File: src/md5_pkg.sv
// md5 stream hasher package: state enum, constants, round tables
// used by md5_ctrl, md5_dp and md5_stream_hasher_top
`timescale 1ns / 1ps
package md5_pkg;

  localparam logic [31:0] INIT_A = 32'h67452301;
  localparam logic [31:0] INIT_B = 32'hefcdab89;
  localparam logic [31:0] INIT_C = 32'h98badcfe;
  localparam logic [31:0] INIT_D = 32'h10325476;
  localparam logic [7:0]  PAD_BYTE = 8'h80;
  localparam logic [5:0]  LEN_POS = 6'd56;

  typedef enum logic [2:0] {
    ST_IDLE,
    ST_COMP,
    ST_PAD,
    ST_OUT
  } md5_state_t;

  // store byte source
  typedef enum logic [1:0] {
    SRC_DATA,
    SRC_PAD,
    SRC_ZERO,
    SRC_LEN
  } md5_src_t;

  typedef struct packed {
    logic       wr;
    md5_src_t   src;
    logic       add_bits;
    logic       comp_start;
    logic       comp_step;
    logic       comp_fold;
    logic       init;
    logic       latch_len;
  } md5_cmd_t;

  typedef struct packed {
    logic [5:0] fill;
    logic       block_full;
    logic [5:0] round;
  } md5_sts_t;

  function automatic logic [31:0] round_k(input logic [5:0] i);
    logic [31:0] k;
    unique case (i)
      6'd0: k = 32'hd76aa478;  6'd1: k = 32'he8c7b756;
      6'd2: k = 32'h242070db;  6'd3: k = 32'hc1bdceee;
      6'd4: k = 32'hf57c0faf;  6'd5: k = 32'h4787c62a;
      6'd6: k = 32'ha8304613;  6'd7: k = 32'hfd469501;
      6'd8: k = 32'h698098d8;  6'd9: k = 32'h8b44f7af;
      6'd10: k = 32'hffff5bb1; 6'd11: k = 32'h895cd7be;
      6'd12: k = 32'h6b901122; 6'd13: k = 32'hfd987193;
      6'd14: k = 32'ha679438e; 6'd15: k = 32'h49b40821;
      6'd16: k = 32'hf61e2562; 6'd17: k = 32'hc040b340;
      6'd18: k = 32'h265e5a51; 6'd19: k = 32'he9b6c7aa;
      6'd20: k = 32'hd62f105d; 6'd21: k = 32'h02441453;
      6'd22: k = 32'hd8a1e681; 6'd23: k = 32'he7d3fbc8;
      6'd24: k = 32'h21e1cde6; 6'd25: k = 32'hc33707d6;
      6'd26: k = 32'hf4d50d87; 6'd27: k = 32'h455a14ed;
      6'd28: k = 32'ha9e3e905; 6'd29: k = 32'hfcefa3f8;
      6'd30: k = 32'h676f02d9; 6'd31: k = 32'h8d2a4c8a;
      6'd32: k = 32'hfffa3942; 6'd33: k = 32'h8771f681;
      6'd34: k = 32'h6d9d6122; 6'd35: k = 32'hfde5380c;
      6'd36: k = 32'ha4beea44; 6'd37: k = 32'h4bdecfa9;
      6'd38: k = 32'hf6bb4b60; 6'd39: k = 32'hbebfbc70;
      6'd40: k = 32'h289b7ec6; 6'd41: k = 32'heaa127fa;
      6'd42: k = 32'hd4ef3085; 6'd43: k = 32'h04881d05;
      6'd44: k = 32'hd9d4d039; 6'd45: k = 32'he6db99e5;
      6'd46: k = 32'h1fa27cf8; 6'd47: k = 32'hc4ac5665;
      6'd48: k = 32'hf4292244; 6'd49: k = 32'h432aff97;
      6'd50: k = 32'hab9423a7; 6'd51: k = 32'hfc93a039;
      6'd52: k = 32'h655b59c3; 6'd53: k = 32'h8f0ccc92;
      6'd54: k = 32'hffeff47d; 6'd55: k = 32'h85845dd1;
      6'd56: k = 32'h6fa87e4f; 6'd57: k = 32'hfe2ce6e0;
      6'd58: k = 32'ha3014314; 6'd59: k = 32'h4e0811a1;
      6'd60: k = 32'hf7537e82; 6'd61: k = 32'hbd3af235;
      6'd62: k = 32'h2ad7d2bb; default: k = 32'heb86d391;
    endcase
    return k;
  endfunction

  function automatic logic [4:0] rot_s(input logic [5:0] i);
    logic [4:0] s;
    unique case ({i[5:4], i[1:0]})
      4'd0: s = 5'd7;   4'd1: s = 5'd12;  4'd2: s = 5'd17;  4'd3: s = 5'd22;
      4'd4: s = 5'd5;   4'd5: s = 5'd9;   4'd6: s = 5'd14;  4'd7: s = 5'd20;
      4'd8: s = 5'd4;   4'd9: s = 5'd11;  4'd10: s = 5'd16; 4'd11: s = 5'd23;
      4'd12: s = 5'd6;  4'd13: s = 5'd10; 4'd14: s = 5'd15; default: s = 5'd21;
    endcase
    return s;
  endfunction

  function automatic logic [3:0] msg_idx(input logic [5:0] i);
    logic [3:0] g;
    unique case (i[5:4])
      2'd0: g = i[3:0];
      2'd1: g = 4'(5 * i[3:0] + 1);
      2'd2: g = 4'(3 * i[3:0] + 5);
      default: g = 4'(7 * i[3:0]);
    endcase
    return g;
  endfunction

endpackage

File: src/md5_ctrl.sv
// md5 controller: byte intake, compression sequencing, padding, digest output
// depends on md5_pkg
`timescale 1ns / 1ps
module md5_ctrl (
  input  logic              clk,
  input  logic              rst_n,
  input  logic              in_valid,
  input  logic              in_has_byte,
  input  logic              in_eom,
  output logic              in_ready,
  output logic              out_valid,
  input  logic              out_ready,
  output logic [1:0]        out_idx,
  output md5_pkg::md5_cmd_t cmd,
  input  md5_pkg::md5_sts_t sts
);
  import md5_pkg::*;

  md5_state_t state_r, state_nxt;
  logic       eom_r, eom_nxt;    // finishing a message
  logic       padded_r, padded_nxt;
  logic       len_blk_r, len_blk_nxt;  // current block carries the length
  logic [1:0] idx_r, idx_nxt;

  always_ff @(posedge clk) begin
    if (!rst_n) begin
      state_r   <= ST_IDLE;
      eom_r     <= 1'b0;
      padded_r  <= 1'b0;
      len_blk_r <= 1'b0;
      idx_r     <= '0;
    end else begin
      state_r   <= state_nxt;
      eom_r     <= eom_nxt;
      padded_r  <= padded_nxt;
      len_blk_r <= len_blk_nxt;
      idx_r     <= idx_nxt;
    end
  end

  always_comb begin
    state_nxt   = state_r;
    eom_nxt     = eom_r;
    padded_nxt  = padded_r;
    len_blk_nxt = len_blk_r;
    idx_nxt     = idx_r;
    cmd         = '0;
    cmd.src     = SRC_DATA;
    in_ready    = 1'b0;
    out_valid   = 1'b0;
    unique case (state_r)
      ST_IDLE: begin
        in_ready = 1'b1;
        if (in_valid) begin
          cmd.wr       = in_has_byte;
          cmd.add_bits = in_has_byte;
          cmd.latch_len = in_eom;
          eom_nxt      = in_eom;
          padded_nxt   = 1'b0;
          if (in_has_byte && sts.block_full) begin
            cmd.comp_start = 1'b1;
            state_nxt      = ST_COMP;
          end else if (in_eom) begin
            state_nxt = ST_PAD;
          end
        end
      end
      ST_COMP: begin
        cmd.comp_step = 1'b1;
        if (sts.round == 6'd63) begin
          cmd.comp_fold = 1'b1;
          state_nxt     = eom_r ? ST_PAD : ST_IDLE;
        end
      end
      ST_PAD: begin
        cmd.wr = 1'b1;
        if (!padded_r) begin
          cmd.src     = SRC_PAD;
          padded_nxt  = 1'b1;
          len_blk_nxt = sts.fill[5:3] != 3'd7;
        end else if (len_blk_r && sts.fill[5:3] == 3'd7) begin
          cmd.src = SRC_LEN;
        end else begin
          cmd.src = SRC_ZERO;
        end
        if (sts.block_full) begin
          cmd.comp_start = 1'b1;
          // the length byte at position 63 ends the message
          if (padded_r && len_blk_r) eom_nxt = 1'b0;
          else len_blk_nxt = 1'b1;
          state_nxt = ST_COMP;
        end
        // after the last block the compression goes on to ST_OUT with eom cleared
      end
      ST_OUT: begin
        out_valid = 1'b1;
        if (out_ready) begin
          idx_nxt = idx_r + 2'd1;
          if (idx_r == 2'd3) begin
            cmd.init  = 1'b1;
            state_nxt = ST_IDLE;
          end
        end
      end
      default: state_nxt = ST_IDLE;
    endcase
    // finished last block of a message: go to output
    if (state_r == ST_COMP && sts.round == 6'd63 && !eom_r && padded_r) begin
      state_nxt = ST_OUT;
    end
  end

  assign out_idx = idx_r;

  a_out_only_in_out: assert property (@(posedge clk) disable iff (!rst_n)
    out_valid |-> !in_ready)
    else $error("output and intake overlap");
  a_idx_zero_entry: assert property (@(posedge clk) disable iff (!rst_n)
    (state_r != ST_OUT) |-> idx_r == 2'd0)
    else $error("word index not reset");
  a_comp_from_full: assert property (@(posedge clk) disable iff (!rst_n)
    cmd.comp_start |-> sts.block_full && cmd.wr)
    else $error("compression without full block");
endmodule

File: src/md5_dp.sv
// md5 datapath: block store memory, bit count, chaining words, round unit
// depends on md5_pkg
`timescale 1ns / 1ps
module md5_dp (
  input  logic              clk,
  input  logic              rst_n,
  input  logic [7:0]        in_byte,
  input  md5_pkg::md5_cmd_t cmd,
  output md5_pkg::md5_sts_t sts,
  input  logic [1:0]        out_idx,
  output logic [31:0]       out_word
);
  import md5_pkg::*;

  logic [31:0] mem [0:15];   // block store as 16 words
  logic [5:0]  fill_r;
  logic [63:0] bits_r, len_r;
  logic [31:0] h_r [0:3];
  logic [31:0] a_r, b_r, c_r, d_r;
  logic [5:0]  rnd_r;
  logic [31:0] m_r;
  logic [7:0]  wbyte;
  logic [31:0] f, t, rt;
  logic [5:0]  rnd_nxt;

  always_comb begin
    unique case (cmd.src)
      SRC_DATA: wbyte = in_byte;
      SRC_PAD:  wbyte = PAD_BYTE;
      SRC_ZERO: wbyte = 8'h00;
      default:  wbyte = len_r[8 * fill_r[2:0] +: 8];
    endcase
  end

  // read address for the next round, registered message word
  assign rnd_nxt = cmd.comp_start ? 6'd0 : rnd_r + 6'd1;

  always_ff @(posedge clk) begin
    if (cmd.wr) mem[fill_r[5:2]][8 * fill_r[1:0] +: 8] <= wbyte;
    m_r <= mem[msg_idx(rnd_nxt)];
  end

  always_comb begin
    unique case (rnd_r[5:4])
      2'd0: f = (b_r & c_r) | (~b_r & d_r);
      2'd1: f = (b_r & d_r) | (c_r & ~d_r);
      2'd2: f = b_r ^ c_r ^ d_r;
      default: f = c_r ^ (b_r | ~d_r);
    endcase
    t  = a_r + f + m_r + round_k(rnd_r);
    rt = (t << rot_s(rnd_r)) | (t >> (6'd32 - {1'b0, rot_s(rnd_r)}));
  end

  always_ff @(posedge clk) begin
    if (!rst_n) begin
      fill_r <= '0;
      bits_r <= '0;
      h_r[0] <= INIT_A; h_r[1] <= INIT_B; h_r[2] <= INIT_C; h_r[3] <= INIT_D;
    end else begin
      if (cmd.wr) fill_r <= fill_r + 6'd1;
      if (cmd.add_bits) bits_r <= bits_r + 64'd8;
      if (cmd.comp_fold) begin
        h_r[0] <= h_r[0] + d_r;
        h_r[1] <= h_r[1] + b_r + rt;
        h_r[2] <= h_r[2] + b_r;
        h_r[3] <= h_r[3] + c_r;
      end
      if (cmd.init) begin
        fill_r <= '0;
        bits_r <= '0;
        h_r[0] <= INIT_A; h_r[1] <= INIT_B; h_r[2] <= INIT_C; h_r[3] <= INIT_D;
      end
    end
  end

  always_ff @(posedge clk) begin
    if (cmd.latch_len) len_r <= bits_r + (cmd.add_bits ? 64'd8 : 64'd0);
    if (cmd.comp_start) begin
      a_r <= h_r[0]; b_r <= h_r[1]; c_r <= h_r[2]; d_r <= h_r[3];
      rnd_r <= 6'd0;
    end else if (cmd.comp_step) begin
      a_r <= d_r; d_r <= c_r; c_r <= b_r; b_r <= b_r + rt;
      rnd_r <= rnd_nxt;
    end
  end

  assign sts.fill       = fill_r;
  assign sts.block_full = fill_r == 6'd63;
  assign sts.round      = rnd_r;
  assign out_word       = h_r[out_idx];

  a_len_pos: assert property (@(posedge clk) disable iff (!rst_n)
    (cmd.wr && cmd.src == SRC_LEN) |-> fill_r[5:3] == LEN_POS[5:3])
    else $error("length byte out of place");
  a_fill_zero: assert property (@(posedge clk) disable iff (!rst_n)
    cmd.comp_fold |-> fill_r == 6'd0)
    else $error("store not empty at fold");
  a_no_wr_comp: assert property (@(posedge clk) disable iff (!rst_n)
    cmd.comp_step |-> !cmd.wr)
    else $error("store written during compression");
endmodule

File: src/md5_stream_hasher_top.sv
// md5 stream hasher top level: joins md5_ctrl and md5_dp
// depends on md5_pkg, md5_ctrl, md5_dp
//
// channel  dir  tdata                 tuser
// in       in   data_byte[7:0]        has_byte, tlast = end_of_message
// out      out  digest_word[31:0]     word_index[1:0], tlast = last_word
//
// one byte per cycle when in_tready is high; a full block starts compression
// end of message pads one byte a cycle, compressing each padded block,
// then four output transactions; in_tready low from then until the last word
// synchronous active-low reset restores the initial chaining words
// out_tready low holds the current word
`timescale 1ns / 1ps
module md5_stream_hasher_top (
  input  logic        clk,
  input  logic        rst_n,
  input  logic        in_tvalid,
  output logic        in_tready,
  input  logic [7:0]  in_tdata,   // data_byte
  input  logic        in_tuser,   // has_byte
  input  logic        in_tlast,
  output logic        out_tvalid,
  input  logic        out_tready,
  output logic [31:0] out_tdata,  // digest_word
  output logic [1:0]  out_tuser,  // word_index
  output logic        out_tlast
);
  import md5_pkg::*;

  md5_cmd_t   cmd;
  md5_sts_t   sts;
  logic [1:0] idx;

  md5_ctrl u_ctrl (
    .clk(clk), .rst_n(rst_n), .in_valid(in_tvalid), .in_has_byte(in_tuser),
    .in_eom(in_tlast), .in_ready(in_tready), .out_valid(out_tvalid),
    .out_ready(out_tready), .out_idx(idx), .cmd(cmd), .sts(sts)
  );

  md5_dp u_dp (
    .clk(clk), .rst_n(rst_n), .in_byte(in_tdata), .cmd(cmd), .sts(sts),
    .out_idx(idx), .out_word(out_tdata)
  );

  assign out_tuser = idx;
  assign out_tlast = idx == 2'd3;
endmodule
File: config.mk
export PLATFORM = sky130hd
export DESIGN_NAME = md5_stream_hasher_top
export DESIGN_NICKNAME = d
export VERILOG_FILES = /design/src/md5_pkg.sv /design/src/md5_ctrl.sv /design/src/md5_dp.sv /design/src/md5_stream_hasher_top.sv
export SDC_FILE = /design/constraint.sdc
export NUM_CORES = 2
export LEC_CHECK = 0
export ABC_AREA = 1
export BUFFER_PORTS_ARGS = -buffer_cell sky130_fd_sc_hd__clkbuf_2
export CAP_MARGIN = 40
export CORE_MARGIN = 5
export CORE_UTILIZATION = 40
export DETAILED_ROUTE_END_ITERATION = 16
export PLACE_DENSITY = 0.66
export RECOVER_POWER = 100
export SYNTH_ARGS = -nofsm -noshare
export SYNTH_HDL_FRONTEND = slang
export SYNTH_SLANG_ARGS = --single-unit
File: constraint.sdc
create_clock -name clk -period 7 [get_ports clk]
set_clock_uncertainty 0.05 [all_clocks]
set_input_delay 0.7 -clock clk [delete_from_list [all_inputs] [get_ports clk]]
set_output_delay 0.7 -clock clk [all_outputs]
set_load 0.05 [all_outputs]
# == Word-level counts from Yosys, hierarchy flattened ==
# Memory sizes are Yosys's and may differ from the RTL's. A register that Yosys moved wholly into a read port is not among the register bits.
# Index checks and enable logic that the tools add are counted.
# word_totals
register_bits,276
ram_bits,640
romBits,2208
inputBits,14
output_inout_bits,37
wordCells,190
memories,5
# op_classes
addsub,18
mul,3
eq_ne,27
n_shift,5
muxes,76
n_bitwise,22
reduce_logical,20
# mem_list
memory,depth,width,rd,rd_clocked_by_memory_dff,write_ports,line_no,rtl
(no name shown),64,32,1,1,0,md5_pkg.sv:47,unique case (i)
u_dp.mem,16,32,1,1,1,md5_dp.sv:15,logic [31:0] mem [0:15];
u_dp.h_r,4,32,5,1,4,md5_dp.sv:18,logic [31:0] h_r [0:3];
(no name shown),16,5,1,1,0,md5_pkg.sv:86,"unique case ({i[5:4], i[1:0]})"
(no name shown),16,5,1,1,0,md5_pkg.sv:86,
# op_table
cell,count
32-bit two-way mux,17
32-bit adder,9
32-bit AND,4
32-bit OR,4
32-bit case mux with 3 select lines,1
32-bit bitwise XOR,3
64-bit by 4-bit adder with 64-bit output (second input constant),1
64-bit adder,1
32-bit NOT,2
64-bit by 7-bit variable part select with 8-bit output,1
5-bit negator with 34-bit output,1
8-bit by 34-bit variable shift with 32-bit output (first input constant),1
8-bit by 34-bit variable part select with 32-bit output,1
32-bit by 5-bit << shifter with 32-bit output,1
32-bit by 6-bit >> shifter with 32-bit output,1
1-bit two-way mux,28
8-bit case mux with 3 select lines,1
3-bit two-way mux,7
4-bit two-way mux,5
6-bit two-way mux,3
2-bit two-way mux,8
3-bit by 2-bit inequality test with 1-bit output (second input constant),5
6-bit by 1-bit adder with 6-bit output (second input constant),2
6-bit == test (second input constant),2
30 further kinds,62

# == Depth between registers and ports, before layout ==
# logic_depth
ltp_word,12
mapped_depth,56
mapped_depth_nobuf,55

# == Cells and area by module ==
# From an unflattened synthesis, not the netlist that was laid out.
# hier_totals
cells_unflattened,7512
hier_area_um2,61136.1
# modules_own_cells
module,instances,cells_per_inst,area_per_inst_um2,seq_area_each_um2
md5_dp,1,7425,60631.9,27096.0
md5_ctrl,1,85,496.7,140.1
md5_stream_hasher_top,1,2,7.5,0.0

# == Least setup slack after synthesis ==
# OpenSTA, ideal clock, no wires.
# synth_path
path_kind,flip-flop to flip-flop
startpoint,register u_dp.rnd_r[4]
endpoint,"memory u_dp.h_r[1][25], data pin"
setup_ns,0.273
arrival_time_ns,7.408
required_ns,6.677
setup_slack_ns,-0.731
path_stages_with_launch,53
n_path_buf,1
synth_period_minus_slack_ns,7.731
path_cell_list,dfxtp_1 > nor2_1 > inv_1 > clkbuf_1 > a21oi_1 > a2111oi_0 > a21oi_1 > fa_1 > inv_1 > fa_1 > inv_1 > ha_1 > inv_1 > fa_1 > inv_1 > nand4_1 > nand2_1 > nand2_1 > [... 17 more ...] > ha_1 > fa_1 > nand2_1 > inv_1 > nand2_1 > nand2_1 > a21oi_1 > o21ai_0 > a21boi_0 > inv_1 > a21oi_1 > o21ai_0 > inv_1 > o21ai_0 > nand3_1 > nand2_1 > nor2_1 > o21ai_0
# synth_rtl
element,line_no,rtl
start: declaration,md5_dp.sv:20,logic [5:0] rnd_r;
start signal: assignment,md5_dp.sv:83,rnd_r <= rnd_nxt;
end: declaration,md5_dp.sv:18,

==> impl_metrics.yaml <==
routing:
  routedWlPerCell_um: 22.2
  vias: 59500
  drt_iter0_markers: 7126
  vias_per_cell: 5.62
  drc: 0
  drtAntennaViolNets: 0
  dr.pass1.iters: 6
  routed_wl_mm: 235
critical_path:
  r2r_cells: 50
  cp_common_cell: "buf_4"
  worst_ep_required_time_ps: 7350
  crit_arrival_ps: 7990
  critPathMaxFanout: 4
  path_class: "reg2reg"
  cp-end-kind: "register"
  worst_setup_path_start_kind: "register"
  cpPeakStageDelay_ps: 520
  cpMaxStageDelayCell: "fa_1"
grt:
  grt_pass1_wl_mm: 347
  grt_pass1_vias: 55900
  grt_max_degree: 205
  grt_overflow: 0
  grt_usage_pct: 27.8
  antenna_found_initial: 6
timing:
  min_period_ps: 7640
  setup_slack_ps: -639
  hold_viol_final: 0
  setup_violations: 46
  worstMarginPinSlew_ps: 3750
  timing.final.crit_share_pct: 109
  max_freq_mhz: 131
  slew_headroom_pct: -150
  rsz0062_at_grt: "true"
  fin_tns_setup_ps: -16010
  slew_viol_final: 532
floorplan:
  die_w_um: 402
  rows: 144
  initial_core_util_pct: 40.1
  ioPinCount: 51
  core-area_um2: 154000
  die_y_um: 402
  die-area_um2: 162000
yosys:
  synth_nets: 7989
  synthTopCellsByArea: "edfxtp_1 (37%), nand2_1 (9.1%), dfxtp_1 (7.0%)"
  synth_warnings: 0
  async_flop_share_pct: 0
  synth.most_common_cell: "nand2_1"
  ys_seq_elements: 980
  postSynthAreaPerCell_um2: 8.03
  yosysUniqueCellTypes: 68
  seq_area_frac_synth_pct: 44.3
  synth_edf_count: 765
  syn_inst: 7656
  syn_area_um2: 61500
  ys.flop_type: "edfxtp_1"
  synth_largest_area_cell: "edfxtp_1"
  ys_top_cells_by_count: "nand2_1 (1,493), inv_1 (1,088), edfxtp_1 (765), a21oi_1 (723), o21ai_0 (678)"
  synth_top_area_share_pct: 37.3
run:
  max_cap_violations: 12
clock_tree:
  cts_hold_buf: 0
  path_clk_slew_ps: 70
  insertion_delay_ps: 760
  cts_buffer_depth: 3
  cts_htree_levels: 3
  cts_sinks: 980
  cts_root_buf: "clkbuf_16"
  cts_buffers: 107
  cts_tree: "yes"
status:
  violations: "capacitance limit, slew limit, setup timing"
  outcome: "finished, violations left"
placed_design:
  dp_hpwl_mm: 174
  place.gp.congestion: 0.995
  io_buffers: 50
final_layout:
  nets: 8779
  syn2layout_area_growth_pct: 23.7
  drive_above_1_share_pct: 19.0
  fin_util_pct: 49.6
  fillers: 14700
hold_path:
  hp-class: "in2reg"
  holdPathStages: 3
## worst max-delay path: cells and delay by family (launching register included)
| family | cells | cell delay [ps] |
|---|---|---|
| buffers and inverters | 36 | 4290 |
| AOI/OAI and AO/OA | 7 | 1060 |
| adders and majority gates | 3 | 1030 |
| DFF | 1 | 480 |
| and+or+nand+nor | 4 | 370 |
## state kept, by name, summed over array words and instances, names as in the netlist, named ones only
| register | flops |
|---|---|
| u_dp.mem | 512 |
| u_dp.h_r | 128 |
| u_dp.bits_r | 61 |
| u_dp.len_r | 61 |
| u_dp.a_r | 32 |
| u_dp.b_r | 32 |
| u_dp.c_r | 32 |
| u_dp.d_r | 32 |
| u_dp.m_r | 32 |
| u_dp.fill_r | 6 |
| u_dp.rnd_r | 6 |
| u_ctrl.out_idx | 2 |
| u_ctrl.state_r | 2 |
| u_ctrl.eom_r | 1 |
| u_ctrl.len_blk_r | 1 |
| u_ctrl.padded_r | 1 |
## metrics by stage
stage / cells / hold slack (ps) / instance area (um2) / worst slack [ps]
final: 10600 / 238 / 76100 / -639
after global routing: 10600 / 227 / 76100 / -962
after CTS: 10600 / 193 / 75600 / -424
after detailed placement: 10300 / 432 / 69700 / -1250
after global placement: 10200 / 417 / 69200 / -1200
after floorplan: 7656 / 404 / 61600 / -65.9
## cell type report
class | count | area (um2) | share of cell area [%]
Antenna cell | 4 | 10.0 | 0.0132
Clock inverter | 63 | 717 | 0.942
Multi-Input combinational cell | 5261 | 31200 | 40.9
Timing Repair Buffer | 979 | 7220 | 9.49
Sequential cell | 980 | 27300 | 35.9
Clock buffer | 141 | 2940 | 3.86
Tap cell | 2044 | 2560 | 3.36
Inverter | 1117 | 4200 | 5.52
## cell families after synthesis
family / count (synthesis) / synth area share (%)
DFF: 980 / 44.3
AOI/OAI and AO/OA: 1941 / 17.7
muxes: 5 / 0.0814
and+or+nand+nor: 2860 / 19.4
buffers and inverters: 1415 / 8.80
adders and majority gates: 319 / 7.71
xor gates and xnor gates: 136 / 1.97
## layer usage
metal / share of wire, % / vias up / GRT usage [%]
li1: - / 27700 / -
met1: 41 / 28400 / 38.3
met2: 44 / 2964 / 43.3
met3: 9.2 / 546 / 4.25
met4: 5.5 / 0 / 12.8
met5: 0 / - / 0
## placed cells by master, fill, tap and decap left out, types with 16 or more instances in the layout
cell type  netlist  final
xnor2_1         46     39
nand2_2          9    109
a31oi_1         31     21
inv_1         1088   1052
nor2_4           1     18
o221ai_1        25     21
ha_4             0     35
a21oi_2          0     40
ha_1           219    183
nand3_1        508    437
nand2_1       1493   1376
dfxtp_1        215    212
clkbuf_16        0    109
buf_6            1     19
nor2_2           6     27
nand4_1         47     47
nand2_4          0     17
or2_2           48     37
nor4_1          35     34
o21ai_1         83    128
xor2_1          89     88
nor3_1         100     90
a21oi_1        723    672
clkbuf_1       193    110
nor2_1         594    556
nand3_2          1     69
o21a_1          26     26
inv_2           19     54
o211ai_1       183    183
buf_4            4    814
clkinv_2         0     16
edfxtp_1       765    765
o21ai_0        678    578
clkinv_1        10     20
clkbuf_2         0     37
fa_1           100     94
o22ai_1         51     48
o21ai_2          2     50
## final timing paths
check | startpoint | to | slack (ps)
worst max-delay path | u_dp.b_r[1]$_DFFE_PP_ | u_dp.h_r[1][21]$_SDFFCE_PP0P_ | -640
worst max register to register | u_dp.b_r[1]$_DFFE_PP_ | u_dp.h_r[1][21]$_SDFFCE_PP0P_ | -640
worst min-delay path | out_tready | register | 240
worst min register to register | u_dp.bits_r[29]$_SDFFE_PP0P_ | u_dp.bits_r[29]$_SDFFE_PP0P_ | 450
## repair_timing
action                                  in CTS  in global routing
cloned                                       1                  0
resized for setup                          422                243
pin swaps                                  102                 75
endpoints found under the setup margin      50                 63
setup buffers                               91                 32
Power is left out: the tool's default activity adds up to more than one toggle a clock period on the data nets, which glitch-free logic cannot reach.
